<file path="src/rtl/scf_pkg.sv">
// Shared types and constants for the sum-checked frame receiver.
package scf_pkg;

   // Byte position saturates here; later bytes of a burst are ignored
   localparam int unsigned PosLimit  = 259;
   localparam int unsigned PosWidth  = 9;
   localparam int unsigned MinLength = 3;

   // Defaults for the top-level parameters
   localparam int unsigned DefaultHeaderReset = 0;
   localparam int unsigned DefaultBufDepth    = 2;

   // Frame status codes reported with each burst
   typedef enum logic [2:0] {
      STATUS_OK        = 3'd0,
      STATUS_BAD_HDR   = 3'd1,
      STATUS_SHORT_LEN = 3'd2,
      STATUS_SUM_ERR   = 3'd3,
      STATUS_EARLY_END = 3'd4
   } status_type;

   // One result beat before packing onto the stream
   typedef struct packed {
      logic [15:0] computed_sum;
      logic [7:0]  first_payload;
      logic [7:0]  length_field;
      logic [7:0]  command_code;
      status_type  frame_status;
   } result_type;

   localparam int unsigned ResultWidth = $bits(result_type);
   localparam int unsigned RspDataWidth = ((ResultWidth + 7) / 8) * 8;

endpackage

</file>
<file path="src/rtl/scf_frame_track.sv">
// Per-byte frame tracker: position, running sum, held fields and status.
module scf_frame_track (
   input  logic                clock,
   input  logic                reset,
   input  logic                beat_valid,
   input  logic [7:0]          rx_byte,
   input  logic                burst_end,
   input  logic [7:0]          header_value,
   output logic                res_valid,
   output scf_pkg::result_type res
);

   localparam logic [scf_pkg::PosWidth-1:0] PosMax =
      scf_pkg::PosWidth'(scf_pkg::PosLimit);
   localparam logic [scf_pkg::PosWidth:0] MinLenW =
      (scf_pkg::PosWidth + 1)'(scf_pkg::MinLength);

   logic [scf_pkg::PosWidth-1:0] pos_ff, pos_in;
   logic [15:0]                  sum_ff, sum_in;
   logic [7:0]                   len_ff, len_in;
   logic [7:0]                   cmd_ff, cmd_in;
   logic [7:0]                   pay_ff, pay_in;
   logic [7:0]                   sum_hi_ff, sum_hi_in;
   logic                         hdr_bad_ff, hdr_bad_in;
   logic                         sum_bad_ff, sum_bad_in;

   // Updated values after this beat, before any clear at burst end
   logic [scf_pkg::PosWidth-1:0] pos_nx;
   logic [15:0]                  sum_nx;
   logic [7:0]                   len_nx, cmd_nx, pay_nx, sum_hi_nx;
   logic                         hdr_bad_nx, sum_bad_nx;
   logic [scf_pkg::PosWidth:0]   pos_w, len_w;
   logic                         active;
   scf_pkg::status_type          status;

   // Fold one byte into the frame state
   always_comb begin
      active     = (pos_ff < PosMax);
      pos_nx     = pos_ff;
      sum_nx     = sum_ff;
      len_nx     = len_ff;
      cmd_nx     = cmd_ff;
      pay_nx     = pay_ff;
      sum_hi_nx  = sum_hi_ff;
      hdr_bad_nx = hdr_bad_ff;
      sum_bad_nx = sum_bad_ff;
      pos_w      = {1'b0, pos_ff};
      if (active) begin
         if (pos_ff <= 9'd1 && rx_byte != header_value) begin
            hdr_bad_nx = 1'b1;
         end
         if (pos_ff == 9'd2) begin
            len_nx = rx_byte;
         end
         if (pos_ff == 9'd3) begin
            cmd_nx = rx_byte;
         end
         if (pos_ff == 9'd4) begin
            pay_nx = rx_byte;
         end
         if (pos_ff <= 9'd2 || pos_ff <= {1'b0, len_nx}) begin
            sum_nx = sum_ff + {8'd0, rx_byte};
         end
         if (pos_ff >= 9'd3 && pos_w == {2'b00, len_nx} + 10'd1) begin
            sum_hi_nx = rx_byte;
         end
         if (pos_ff >= 9'd3 && pos_w == {2'b00, len_nx} + 10'd2) begin
            sum_bad_nx = ({sum_hi_ff, rx_byte} != sum_nx);
         end
         pos_nx = pos_ff + 9'd1;
      end
   end

   // Judge the burst in priority order
   always_comb begin
      len_w = {2'b00, len_nx};
      priority if (hdr_bad_nx) begin
         status = scf_pkg::STATUS_BAD_HDR;
      end else if (pos_nx < 9'd3) begin
         status = scf_pkg::STATUS_EARLY_END;
      end else if (len_w < MinLenW) begin
         status = scf_pkg::STATUS_SHORT_LEN;
      end else if ({1'b0, pos_nx} < len_w + 10'd3) begin
         status = scf_pkg::STATUS_EARLY_END;
      end else if (sum_bad_nx) begin
         status = scf_pkg::STATUS_SUM_ERR;
      end else begin
         status = scf_pkg::STATUS_OK;
      end
   end

   assign res_valid         = beat_valid & burst_end;
   assign res.frame_status  = status;
   assign res.command_code  = cmd_nx;
   assign res.length_field  = len_nx;
   assign res.first_payload = pay_nx;
   assign res.computed_sum  = sum_nx;

   // Advance on each beat; clear at burst end
   always_comb begin
      pos_in     = pos_ff;
      sum_in     = sum_ff;
      len_in     = len_ff;
      cmd_in     = cmd_ff;
      pay_in     = pay_ff;
      sum_hi_in  = sum_hi_ff;
      hdr_bad_in = hdr_bad_ff;
      sum_bad_in = sum_bad_ff;
      if (beat_valid) begin
         if (burst_end) begin
            pos_in     = '0;
            sum_in     = '0;
            len_in     = '0;
            cmd_in     = '0;
            pay_in     = '0;
            sum_hi_in  = '0;
            hdr_bad_in = 1'b0;
            sum_bad_in = 1'b0;
         end else begin
            pos_in     = pos_nx;
            sum_in     = sum_nx;
            len_in     = len_nx;
            cmd_in     = cmd_nx;
            pay_in     = pay_nx;
            sum_hi_in  = sum_hi_nx;
            hdr_bad_in = hdr_bad_nx;
            sum_bad_in = sum_bad_nx;
         end
      end
   end

   always_ff @(posedge clock) begin
      if (reset) begin
         pos_ff     <= '0;
         sum_ff     <= '0;
         len_ff     <= '0;
         cmd_ff     <= '0;
         pay_ff     <= '0;
         sum_hi_ff  <= '0;
         hdr_bad_ff <= 1'b0;
         sum_bad_ff <= 1'b0;
      end else begin
         pos_ff     <= pos_in;
         sum_ff     <= sum_in;
         len_ff     <= len_in;
         cmd_ff     <= cmd_in;
         pay_ff     <= pay_in;
         sum_hi_ff  <= sum_hi_in;
         hdr_bad_ff <= hdr_bad_in;
         sum_bad_ff <= sum_bad_in;
      end
   end

endmodule

</file>
<file path="src/rtl/scf_out_buf.sv">
// Small result buffer that decouples the result stream from the input side.
module scf_out_buf #(
   parameter int unsigned Depth = scf_pkg::DefaultBufDepth
) (
   input  logic                clock,
   input  logic                reset,
   input  logic                push,
   input  scf_pkg::result_type push_data,
   output logic                has_room,
   output logic                out_valid,
   input  logic                out_ready,
   output scf_pkg::result_type out_data
);

   localparam int unsigned PtrWidth = (Depth > 1) ? $clog2(Depth) : 1;
   localparam int unsigned CntWidth = $clog2(Depth + 1);
   localparam logic [CntWidth-1:0] DepthC = CntWidth'(Depth);
   localparam logic [PtrWidth-1:0] LastC  = PtrWidth'(Depth - 1);

   scf_pkg::result_type     slot_ff [Depth];
   logic [PtrWidth-1:0]     wr_ptr_ff, wr_ptr_in;
   logic [PtrWidth-1:0]     rd_ptr_ff, rd_ptr_in;
   logic [CntWidth-1:0]     count_ff, count_in;
   logic                    pop;

   assign has_room  = (count_ff != DepthC);
   assign out_valid = (count_ff != '0);
   assign pop       = out_valid & out_ready;
   assign out_data  = slot_ff[rd_ptr_ff];

   // Advance pointers and occupancy
   always_comb begin
      wr_ptr_in = wr_ptr_ff;
      rd_ptr_in = rd_ptr_ff;
      count_in  = count_ff;
      if (push) begin
         wr_ptr_in = (wr_ptr_ff == LastC) ? '0 : wr_ptr_ff + 1'b1;
      end
      if (pop) begin
         rd_ptr_in = (rd_ptr_ff == LastC) ? '0 : rd_ptr_ff + 1'b1;
      end
      unique case ({push, pop})
         2'b10:   count_in = count_ff + 1'b1;
         2'b01:   count_in = count_ff - 1'b1;
         default: count_in = count_ff;
      endcase
   end

   always_ff @(posedge clock) begin
      if (reset) begin
         wr_ptr_ff <= '0;
         rd_ptr_ff <= '0;
         count_ff  <= '0;
      end else begin
         wr_ptr_ff <= wr_ptr_in;
         rd_ptr_ff <= rd_ptr_in;
         count_ff  <= count_in;
      end
   end

   // Hold result payload
   always_ff @(posedge clock) begin
      if (push) begin
         slot_ff[wr_ptr_ff] <= push_data;
      end
   end

endmodule

</file>
<file path="src/rtl/sum_checked_frame_receiver_top.sv">
// Top level of the sum-checked frame receiver.
//
//   channel   direction  handshake            payload
//   req_*     in         req_tvalid/tready    tdata = rx_byte, tlast = burst_end
//   rsp_*     out        rsp_tvalid/tready    tdata = status, cmd, len, payload, sum
//   csr_*     in         csr_valid/ready      csr_wdata = header_value
//
// One byte is accepted per cycle while the result buffer has room; the frame
// tracker updates position and running sum in the same cycle the beat is taken.
// Each result beat is written into the result buffer and leaves on rsp_* in order.
// req_tready drops only while the result buffer is full (Depth results waiting).
// Synchronous active-high reset clears frame and buffer state; header_value takes HeaderReset.
module sum_checked_frame_receiver_top #(
   parameter int unsigned HeaderReset = scf_pkg::DefaultHeaderReset,
   parameter int unsigned BufDepth    = scf_pkg::DefaultBufDepth
) (
   input  logic                             clock,
   input  logic                             reset,
   // bits [7:0] rx_byte
   input  logic [7:0]                       req_tdata,
   input  logic                             req_tlast,
   input  logic                             req_tvalid,
   output logic                             req_tready,
   // bits [2:0] frame_status, [10:3] command_code, [18:11] length_field,
   // [26:19] first_payload, [42:27] computed_sum, [47:43] zero
   output logic [scf_pkg::RspDataWidth-1:0] rsp_tdata,
   output logic                             rsp_tvalid,
   input  logic                             rsp_tready,
   input  logic [7:0]                       csr_wdata,
   input  logic                             csr_valid,
   output logic                             csr_ready
);

   logic [7:0]          header_ff, header_in;
   logic                has_room;
   logic                beat;
   logic                res_valid;
   scf_pkg::result_type res;
   scf_pkg::result_type rsp_res;

   assign csr_ready  = 1'b1;
   assign req_tready = has_room;
   assign beat       = req_tvalid & has_room;

   // Take header value writes
   always_comb begin
      header_in = header_ff;
      if (csr_valid) begin
         header_in = csr_wdata;
      end
   end

   always_ff @(posedge clock) begin
      if (reset) begin
         header_ff <= 8'(HeaderReset);
      end else begin
         header_ff <= header_in;
      end
   end

   scf_frame_track u_track (
      .clock        (clock),
      .reset        (reset),
      .beat_valid   (beat),
      .rx_byte      (req_tdata),
      .burst_end    (req_tlast),
      .header_value (header_ff),
      .res_valid    (res_valid),
      .res          (res)
   );

   scf_out_buf #(
      .Depth (BufDepth)
   ) u_out (
      .clock     (clock),
      .reset     (reset),
      .push      (res_valid),
      .push_data (res),
      .has_room  (has_room),
      .out_valid (rsp_tvalid),
      .out_ready (rsp_tready),
      .out_data  (rsp_res)
   );

   // Pack the result beat, zero filled to whole bytes
   assign rsp_tdata = scf_pkg::RspDataWidth'(rsp_res);

endmodule
</file>
<file path="config.mk">
export PLATFORM = sky130hd
export DESIGN_NAME = sum_checked_frame_receiver_top
export DESIGN_NICKNAME = d
export VERILOG_FILES = /design/src/rtl/scf_pkg.sv /design/src/rtl/scf_frame_track.sv /design/src/rtl/scf_out_buf.sv /design/src/rtl/sum_checked_frame_receiver_top.sv
export SDC_FILE = /design/constraint.sdc
export NUM_CORES = 1
export LEC_CHECK = 0
export ABC_CLOCK_PERIOD_IN_PS = 8310
export BUFFER_PORTS_ARGS = -buffer_cell sky130_fd_sc_hd__buf_2
export CORE_MARGIN = 8
export CORE_UTILIZATION = 55
export DETAILED_ROUTE_END_ITERATION = 10
export PLACE_DENSITY = 0.77
export SETUP_SLACK_MARGIN = 0.02
export SLEW_MARGIN = 5
export SYNTH_ARGS = -nofsm -noshare
export SYNTH_HDL_FRONTEND = slang
export SYNTH_SLANG_ARGS = --single-unit
</file>
<file path="constraint.sdc">
create_clock -name clock -period 8.31 [get_ports clock]
set_clock_uncertainty 0.05 [all_clocks]
set_input_delay 0.831 -clock clock [delete_from_list [all_inputs] [get_ports clock]]
set_output_delay 0.831 -clock clock [all_outputs]
set_load 0.05 [all_outputs]
</file>
# ---- Word-level counts from Yosys, hierarchy flattened
# Memories as Yosys holds them, arrays and structs flattened. A register that Yosys moved wholly into a read port is not among the register bits.
# Cells that the tools add are included.
dict set report word_totals {
  input_bits 22
  word_cells 89
  ram_bits 86
  output_inout_bits 51
  mem_count 1
  register_bits 71
}
# memory depth width read_ports rd_clocked_by_memory_dff wr line_no
set mem_list {}
lappend mem_list {u_out.slot_ff 2 43 1 1 1 scf_out_buf.sv:20} ;# scf_pkg::result_type slot_ff [Depth];
dict set report classes {
  add_sub_neg 9
  bitwise 3
  muxes 37
  reduce_logical 9
  n_eq_ne 10
  n_lt_le_gt_ge 8
}
# cell n
set ops {}
lappend ops {{$mux W8} 13}
lappend ops {{$mux W16} 4}
lappend ops {{$eq A9 B10 Y1} 2}
lappend ops {{$add A8 B2 Y9 const B} 2}
lappend ops {{$eq A9 B2 Y1 const B} 2}
lappend ops {{$mux W9} 2}
lappend ops {{$add A16 B8 Y16} 1}
lappend ops {{$ne A16 B16 Y1} 1}
lappend ops {{$mux W1} 12}
lappend ops {{$mux W3} 4}
lappend ops {{$lt A9 B10 Y1} 1}
lappend ops {{$add A8 B1 Y9 const B} 1}
lappend ops {{$add A9 B1 Y9 const B} 1}
lappend ops {{$eq A9 B3 Y1 const B} 1}
lappend ops {{$ge A9 B2 Y1 const B} 1}
lappend ops {{$le A9 B1 Y1 const B} 1}
lappend ops {{$le A9 B2 Y1 const B} 1}
lappend ops {{$le A9 B8 Y1} 1}
lappend ops {{$lt A9 B2 Y1 const B} 1}
lappend ops {{$lt A9 B9 Y1 const B} 1}
lappend ops {{$lt A8 B2 Y1 const B} 1}
lappend ops {{$ne A8 B8 Y1} 1}
lappend ops {{$reduce_bool A2 Y1} 4}
lappend ops {{$pmux W2 S2} 1}
lappend ops {{11 further kinds} 16}

# ---- Logic depth before layout (Yosys ltp)
# Gate-level depths: netlist (run 1).
dict set report logic_depth {
  word_depth 15
  ltp_mapped 19
  ltp_nobuf 16
}

# ---- Hierarchy
# Synthesis (run 1) repeated with hierarchy kept, for this count alone.
dict set report unflattened {
  hier_cells 916
  hier_area_um2 9075.0
}
# module n_inst cells_per_inst area_per_inst_um2 seq_area_each_um2
set by_module_without_submodules {}
lappend by_module_without_submodules {scf_frame_track 1 724 5425.2 1181.1}
lappend by_module_without_submodules {scf_out_buf 1 157 3305.7 2682.6}
lappend by_module_without_submodules {sum_checked_frame_receiver_top 1 35 344.1 160.2}

# ---- Worst setup path after synthesis (run 1)
# No wires, ideal clock.
dict set report synth_path {
  path_type {flip-flop to flip-flop}
  startpoint {register u_track.pos_ff[0] (netlist name)}
  endpoint {memory u_out.slot_ff[0][1] (netlist name), data pin}
  synth_period_minus_slack_ns 4.858
  setup_time_ns 0.264
  path_slack_ns 3.452
  n_path_buf 2
  arrival_time_ns 4.544
  required_time_ns 7.996
  stages_incl_launch_ff 18
  cell_sequence {dfxtp_1 inv_1 ha_1 or4b_2 nor3_2 or2_1 buf_2 inv_1 ha_1 a21o_1 a2111oi_2 a21o_1 buf_2 o211ai_1 a2111o_1 or4_4 o41ai_2 nor2_1}
}
# item line_no
set synth_lines {}
lappend synth_lines {{start, declared} scf_frame_track.sv:18} ;# logic [scf_pkg::PosWidth-1:0] pos_ff, pos_in;
lappend synth_lines {{start signal, assigned} scf_frame_track.sv:143} ;# pos_ff <= pos_in;
lappend synth_lines {{end, declared} scf_out_buf.sv:20}

==> results of run 1 <==
-- cell usage in the layout (no fill, tap or decap), types with 7 or more instances in the layout --
cell / n
a22oi_1: 41
a32oi_1: 9
or4_1: 8
nor4_1: 10
dfxtp_1: 71
nand4_1: 13
nand2b_1: 11
clkbuf_16: 17
xnor2_1: 38
xor2_1: 24
nor2_1: 98
inv_1: 28
a21oi_1: 36
and3_1: 13
nand3_1: 20
buf_2: 66
mux2_2: 61
a21o_1: 7
nor3_1: 19
nand2_1: 61
edfxtp_1: 86
ha_1: 33
o21ai_0: 34
mux2i_1: 15
-- flip-flops by register name (all words and copies together), names as in the netlist, 2 cells and up, named ones only --
signal	cells
u_out.slot_ff	86
u_track.sum_ff	16
u_track.pos_ff	9
header_ff	8
u_track.cmd_ff	8
u_track.len_ff	8
u_track.pay_ff	8
u_track.sum_hi_ff	8
u_out.count_ff	2
-- layout make-up --
class,instances,area share [%]
clock buffers,19,4.47
well taps,216,2.73
clock inverters,13,1.06
flip-flops and latches,158,40.6
repair buffers,71,3.71
inverters,28,1.06
multi-input cells,658,46.4
-- worst max-delay path by stage --
stage,startpoint,to,slack (ps),cells past startpoint
after floorplan,u_track.pos_ff[0]$_SDFFE_PP0P_,u_out.slot_ff[0][1]$_DFFE_PP_,3450,17
after global placement,u_track.pos_ff[1]$_SDFFE_PP0P_,u_out.slot_ff[0][0]$_DFFE_PP_,2620,15
after detailed placement,u_track.pos_ff[1]$_SDFFE_PP0P_,u_out.slot_ff[1][0]$_DFFE_PP_,2470,15
after CTS,u_track.pos_ff[1]$_SDFFE_PP0P_,u_out.slot_ff[0][0]$_DFFE_PP_,2430,15
after global routing,u_track.pos_ff[0]$_SDFFE_PP0P_,u_out.slot_ff[1][0]$_DFFE_PP_,2050,16
final,u_track.pos_ff[1]$_SDFFE_PP0P_,u_out.slot_ff[0][0]$_DFFE_PP_,2350,15
-- metrics by stage --
stage / utilization, % / hold slack, ps
after global routing: 62.2 / 474
after CTS: 62.2 / 448
final: 62.2 / 446
after detailed placement: 58.7 / 440
after floorplan: - / 409
after global placement: 58.7 / 432
-- metal layers --
layer / wire length [µm] / part of all wire [%]
met1: 10400 / 45
met2: 10400 / 45
met4: 599 / 2.6
met5: 0 / 0
met3: 1840 / 7.9
-- logic make-up (layout without fill, tap and decap cells) --
family	count (synthesis)	in the layout
multiplexers	76	76
XOR/XNOR	62	62
flip-flops	158	158
AND/OR/NAND/NOR	296	296
adder cells (fa/ha/maj)	34	34
other	2	6
buffers and inverters	94	131
AO/OA/AOI/OAI	184	184
-- worst min-delay path, cell delays in order (launching register included) --
cell,delay (ps)
dfxtp_1,340
nand2_1,60
a21oi_1,50
-- power groups by stage --
stage                     Combinational, mW  Sequential (mW)  Clock (mW)
final                                 0.648            0.896       0.724
after global routing                  0.684            0.901       0.764
after CTS                             0.651            0.896       0.733
after detailed placement              0.647            0.913           0
after global placement                0.643            0.911           0
after floorplan                       0.512            0.906           0
==> run summary, run 1 <==
Placed instance count: 1131
Startpoint Class: register
Busiest metal layer after global routing: met2
Hold Path Class: register to register
Synth Area in Simple Gates: 16.3%
#FFs+latches synth: 158
PwrDens: 229 nW/µm²
Placed inst area: 9360 µm²
GR Overflow Total: 0
Critical Path Slowest Stage Cell: or4b_2
Pre-CTS setup slack: 2470 ps
Via-to-Cell Ratio: 6.14
Top cell by count, worst path: ha_1
Compound-Gate Fraction of Synth Area: 14.3%
DRT Wirelength: 23.3 mm
Worst Hold Depth: 2
Final setup violation count: 0
Post-CTS Setup Bufs: 0
Crit path required time: 8400 ps
Final Instance Area: 9910 µm²
Post-Syn Area: 8980 µm²
Max-capacitance violation count: 0
Max Slew Vio Count: 0
Initial antenna violation count: 0
Root Driver: clkbuf_16
LEAKAGE: 3.77 nW
GR Util met2: 35.8%
CTS tree: done
Final #Nets: 990
RePlAce Congestion: 0.957
Fin worst setup slack: 2350 ps
Clk Latency, worst-skew pair: 430 ps
Min Tclk post-route: 5960 ps
CP Max Fanout: 21
Max Fclk: 168 MHz
WL/cell: 20.0 µm
DRT Pass-1 Iters: 5
Clk sinks: 158
Mapped Cells: 906
Final HPWL DP: 15.5 mm
Core area: 15900 µm²
Main synth FF type: edfxtp_1
Yosys warns: 0
PostCTS Resize Cnt: 0
Slew HR: 25.1%
R2r setup slk: 2350 ps
Die Area: 20700 µm²
Worst Setup Path Type: register to register
DRC Markers: 0
Vias in the first global route: 6714
Synth Area in Adders: 4.82%
Worst ir drop on vdd: 0.165 mV
Sw frac: 35.8%
Fillers: 1358
Dominant cells by area after synthesis: edfxtp_1, dfxtp_1, mux2_2, ha_1, nor2_1
Hold buffers post-CTS: 0
Chip width: 144 µm
Fin cells: 1163
Mux contribution to synthesized area: 9.32%
Clock power share: 31.9%
First-pass GRT wire length: 36.8 mm
Std cell rows: 46
Switching Power: 0.811 mW
Synth area leader: edfxtp_1
DR vias: 7141
# diodes: 0
Post-DRT Antenna Nets: 0
CP Cell Sequence: ha_1 > or4b_2 > o21ai_0 > nand2_1 > inv_1 > ha_1 > a21oi_1 > nor2_1 > a2111oi_2 > a21o_1 > o211ai_1 > a2111o_1 > or4_4 > nor3_1 > o41ai_1
Most frequent cells after synthesis: nor2_1, edfxtp_1, dfxtp_1, mux2_2, nand2_1
Unique masters post-synth: 71
RSZ-0062 raised after global routing: no
H-tree Lvls: 4
DRT iter0 DRCs: 678
Combinational power share: 28.6%
Sequential share of the synthesized area: 44.8%
Most frequent cell after synthesis: nor2_1
Register share of total power: 39.5%
Worst-Margin Slew: 1120 ps
Met3 Track Usage GR: 4.74%
Hold_sp: u_track.sum_ff[15]$_SDFFE_PP0P_
IO Pins: 73
Overall power: 2.27 mW
Reg-to-Reg End: u_out.slot_ff[0][0]$_DFFE_PP_
Final hold vios: 0
Worst-path clk slew: 70 ps
Longest Clk Path Bufs: 2
CP delay by family, top: compound AO/OA/AOI/OAI gates
Die Ht: 144 µm
CP max stage delay: 710 ps
Share of Yosys cell area claimed by the top area cell type: 28.8%
Post-synthesis xor/xnor area fraction: 6.05%
Crit path DAT: 6060 ps
Cts bufs inserted: 17
EDFF count, synth: 86
WHS Endpoint: u_track.sum_ff[15]$_SDFFE_PP0P_
Reg area: 4030 µm²
Crit path buffers/inverters: 1
I/O Buffers: 66
CP endpoint kind: register
GRT Total Usage: 23.0%
Syn avg cell area: 9.91 µm²
FF-to-FF Start: u_track.pos_ff[1]$_SDFFE_PP0P_
Fin crit share: 71.8%
Starting Density: 56.3%
Setup TNS: 0 ps
Share of cells above drive strength 1: 19.1%
Power Internal: 1.46 mW
Area delta synth->final: 10.3%
Area of the multi-input gates: 4590 µm²
Met1 Use GR: 30.9%
Reg2reg path depth: 15
Largest family of logic cells by synthesized area: simple AND/OR/NAND/NOR gates
Status: complete, no violations
Largest net degree at the start of global routing: 72
Ys async rst share: 0%
Power figures use the tool's default switching activity.
==> run 2: changes to the inputs <==
ABC_CLOCK_PERIOD_IN_PS = 5800   (was 8310)
clock period = 5.8 ns   (was 8.31 ns; I/O delays follow)
==> run 2 against run 1 <==
  * Wire length grew 1.1%
  * Power is 42% higher
  * First-iteration DRC count increased by 14%
  * Final cell count increased by 1.5%
  * Maximum frequency rose by 9.3%
  * Count of clock-buffer cells in the layout unchanged
  * Sequential share of layout area shrank 0.53 points
==> run summary, run 2 (synthesis gave the netlist of run 1 again) <==
Status: complete, no violations (unchanged)
Post-CTS Setup Bufs: 0 (unchanged)
Chip width: 144 µm (unchanged)
Power Internal: 2.07 mW (was 1.46 mW)
Max reg flops: 86 (unchanged)
Max Fclk: 183 MHz (was 168 MHz)
Overall power: 3.22 mW (was 2.27 mW)
Initial antenna violation count: 0 (unchanged)
Share of cells above drive strength 1: 20.7% (was 19.1%)
Starting Density: 56.3% (unchanged)
Via-to-Cell Ratio: 6.10 (was 6.14)
Setup crit end: u_out.slot_ff[1][0]$_DFFE_PP_ (was u_out.slot_ff[0][0]$_DFFE_PP_)
Hold Path Class: input pin to register (was register to register)
Worst ir drop on vdd: 0.250 mV (was 0.165 mV)
GRT Total Usage: 23.5% (was 23.0%)
Min Tclk post-route: 5460 ps (was 5960 ps)
Longest Clk Path Bufs: 2 (unchanged)
Area delta synth->final: 11.8% (was 10.3%)
DRT Wirelength: 23.5 mm (was 23.3 mm)
Hold_sp: csr_wdata[1] (was u_track.sum_ff[15]$_SDFFE_PP0P_)
Pre-CTS setup slack: 311 ps (was 2470 ps)
DRC Markers: 0 (unchanged)
Critical Path Slowest Stage Cell: or4b_2 (unchanged)
Largest register by flop count: u_out.slot_ff (unchanged)
Max Slew Vio Count: 0 (unchanged)
Clock power share: 31.0% (was 31.9%)
DRT iter0 DRCs: 773 (was 678)
Final hold vios: 0 (unchanged)
H-tree Lvls: 4 (unchanged)
Final setup violation count: 0 (unchanged)
Final core utilization: 63.0% (was 62.2%)
Switching Power: 1.14 mW (was 0.811 mW)
Slew HR: 24.2% (was 25.1%)
Fin worst setup slack: 343 ps (was 2350 ps)
First-pass GRT wire length: 37.1 mm (was 36.8 mm)
Post-DRT Antenna Nets: 0 (unchanged)
Crit path required time: 5910 ps (was 8400 ps)
CP max stage delay: 720 ps (was 710 ps)
Die Ht: 144 µm (unchanged)
IO Pins: 73 (unchanged)
PwrDens: 320 nW/µm² (was 229 nW/µm²)
I/O Buffers: 66 (unchanged)
Root Driver: clkbuf_16 (unchanged)
Largest net degree at the start of global routing: 72 (unchanged)
RSZ-0062 raised after global routing: no (unchanged)
Setup TNS: 0 ps (unchanged)
CTS tree: done (unchanged)
Register share of total power: 39.9% (was 39.5%)
Sw frac: 35.6% (was 35.8%)
Worst Setup Path Type: register to register (unchanged)
Fillers: 1327 (was 1358)
CP Cell Sequence: inv_1 > ha_1 > or4b_2 > o21ai_0 > nand2_1 > inv_1 > ha_1 > nand3_1 > nor3_1 > nand4_2 > a21oi_4 > nand4_1 > a2111o_1 > or4_4 > nor3_1 > o41ai_1 (was ha_1 > or4b_2 > o21ai_0 > nand2_1 > inv_1 > ha_1 > a21oi_1 > nor2_1 > a2111oi_2 > a21o_1 > o211ai_1 > a2111o_1 > or4_4 > nor3_1 > o41ai_1)
Crit path DAT: 5570 ps (was 6060 ps)
Reg-to-Reg End: u_out.slot_ff[1][0]$_DFFE_PP_ (was u_out.slot_ff[0][0]$_DFFE_PP_)
Worst-Margin Slew: 1140 ps (was 1120 ps)
Core area: 15900 µm² (unchanged)
Std cell rows: 46 (unchanged)
LEAKAGE: 3.85 nW (was 3.77 nW)
# diodes: 0 (unchanged)
Startpoint Class: register (unchanged)
RePlAce Congestion: 0.975 (was 0.957)
R2r setup slk: 340 ps (was 2350 ps)
Final HPWL DP: 16.3 mm (was 15.5 mm)
WHS: 329 ps (was 446 ps)
Combinational power share: 29.1% (was 28.6%)
CP Max Fanout: 18 (was 21)
Commonest non-fill, non-tap cells in the layout: nor2_1, edfxtp_1, dfxtp_1, buf_2 (unchanged)
Crit path from: u_track.pos_ff[0]$_SDFFE_PP0P_ (was u_track.pos_ff[1]$_SDFFE_PP0P_)
Reg2reg path depth: 16 (was 15)
Largest registers: u_out.slot_ff: 86 flops, u_track.sum_ff: 16 flops, u_track.pos_ff: 9 flops (unchanged)
Cts bufs inserted: 17 (unchanged)
GR Overflow Total: 0 (unchanged)
Final #Nets: 1008 (was 990)
Die Area: 20700 µm² (unchanged)
Fin crit share: 94.1% (was 71.8%)
DRT Pass-1 Iters: 6 (was 5)
Max-capacitance violation count: 0 (unchanged)
CP endpoint kind: register (unchanged)
Vias in the first global route: 6884 (was 6714)
DR vias: 7203 (was 7141)
WL/cell: 19.9 µm (was 20.0 µm)
Worst-path clk slew: 60 ps (was 70 ps)
FF-to-FF Start: u_track.pos_ff[0]$_SDFFE_PP0P_ (was u_track.pos_ff[1]$_SDFFE_PP0P_)
Clk Latency, worst-skew pair: 430 ps (about the same)
Clk sinks: 158 (unchanged)
Commonest non-fill, non-tap cell in the layout: nor2_1 (unchanged)
run 2: cell count changes in the layout (fill, tap and decap cells not counted), sizes merged:
cell | before | now
buf | 71 | 89
inv | 34 | 30
clkinv | 4 | 7
clkinvlp | 3 | 4
run 2: layout make-up:
cell class                      count  area [µm²]  share of cell area [%]
Inverter                           28         105                    1.05
Clock buffer                       19         433                    4.31
Timing Repair Buffer               89         503                    5.01
Clock inverter                     13        92.6                   0.922
Sequential cell                   158        4030                    40.1
Multi-Input combinational cell    658        4610                    45.9
Tap cell                          216         270                    2.69
run 2: how the worst min path moves through the flow:
| stage | endpoint | slack, ps | cells past startpoint |
|---|---|---|---|
| 3_5_place_dp | u_track.sum_ff[15]$_SDFFE_PP0P_ | 440 | 2 |
| 6_report | header_ff[1]$_SDFFE_PP0P_ | 330 | 3 |
| 2_1_floorplan | u_track.sum_ff[15]$_SDFFE_PP0P_ | 410 | 2 |
| 5_1_grt | header_ff[0]$_SDFFE_PP0P_ | 350 | 3 |
| 3_3_place_gp | u_track.cmd_ff[5]$_SDFFE_PP0P_ | 430 | 2 |
| 4_1_cts | header_ff[5]$_SDFFE_PP0P_ | 320 | 3 |
run 2: stage by stage:
step	instances	area (µm²)
2_1_floorplan	910	9000
3_3_place_gp	1149	9500
3_5_place_dp	1149	9500
4_1_cts	1181	10000
5_1_grt	1181	10000
6_report	1181	10000
run 2: timing repair:
| action | CTS | global route |
|---|---|---|
| resized for setup | 0 | 3 |
| setup endpoints to repair | 0 | 5 |
| hold buffers | 0 | 0 |
run 2: power groups by stage:
stage          clock [mW]  combinational [mW]  sequential [mW]
2_1_floorplan           0               0.733             1.30
3_3_place_gp            0               0.929             1.30
3_5_place_dp            0               0.935             1.31
4_1_cts              1.01               0.940             1.28
5_1_grt              1.05               0.995             1.29
6_report            0.998               0.935             1.28
run 2: layer usage:
metal	vias up	share of wire (%)	global-route usage, %
li1	3405	-	-
met1	3432	44	30.4
met2	319	45	37.2
met3	47	7.7	5.04
met4	0	3.0	10.6
met5	-	0	0
run 2: worst max-delay path, delay by kind of cell, from the launching register on:
family / cells / cell delay, ps
AND/OR/NAND/NOR: 8 / 2580
buffers and inverters: 2 / 380
flip-flops: 1 / 380
AO/OA/AOI/OAI: 4 / 1270
adder cells (fa/ha/maj): 2 / 510
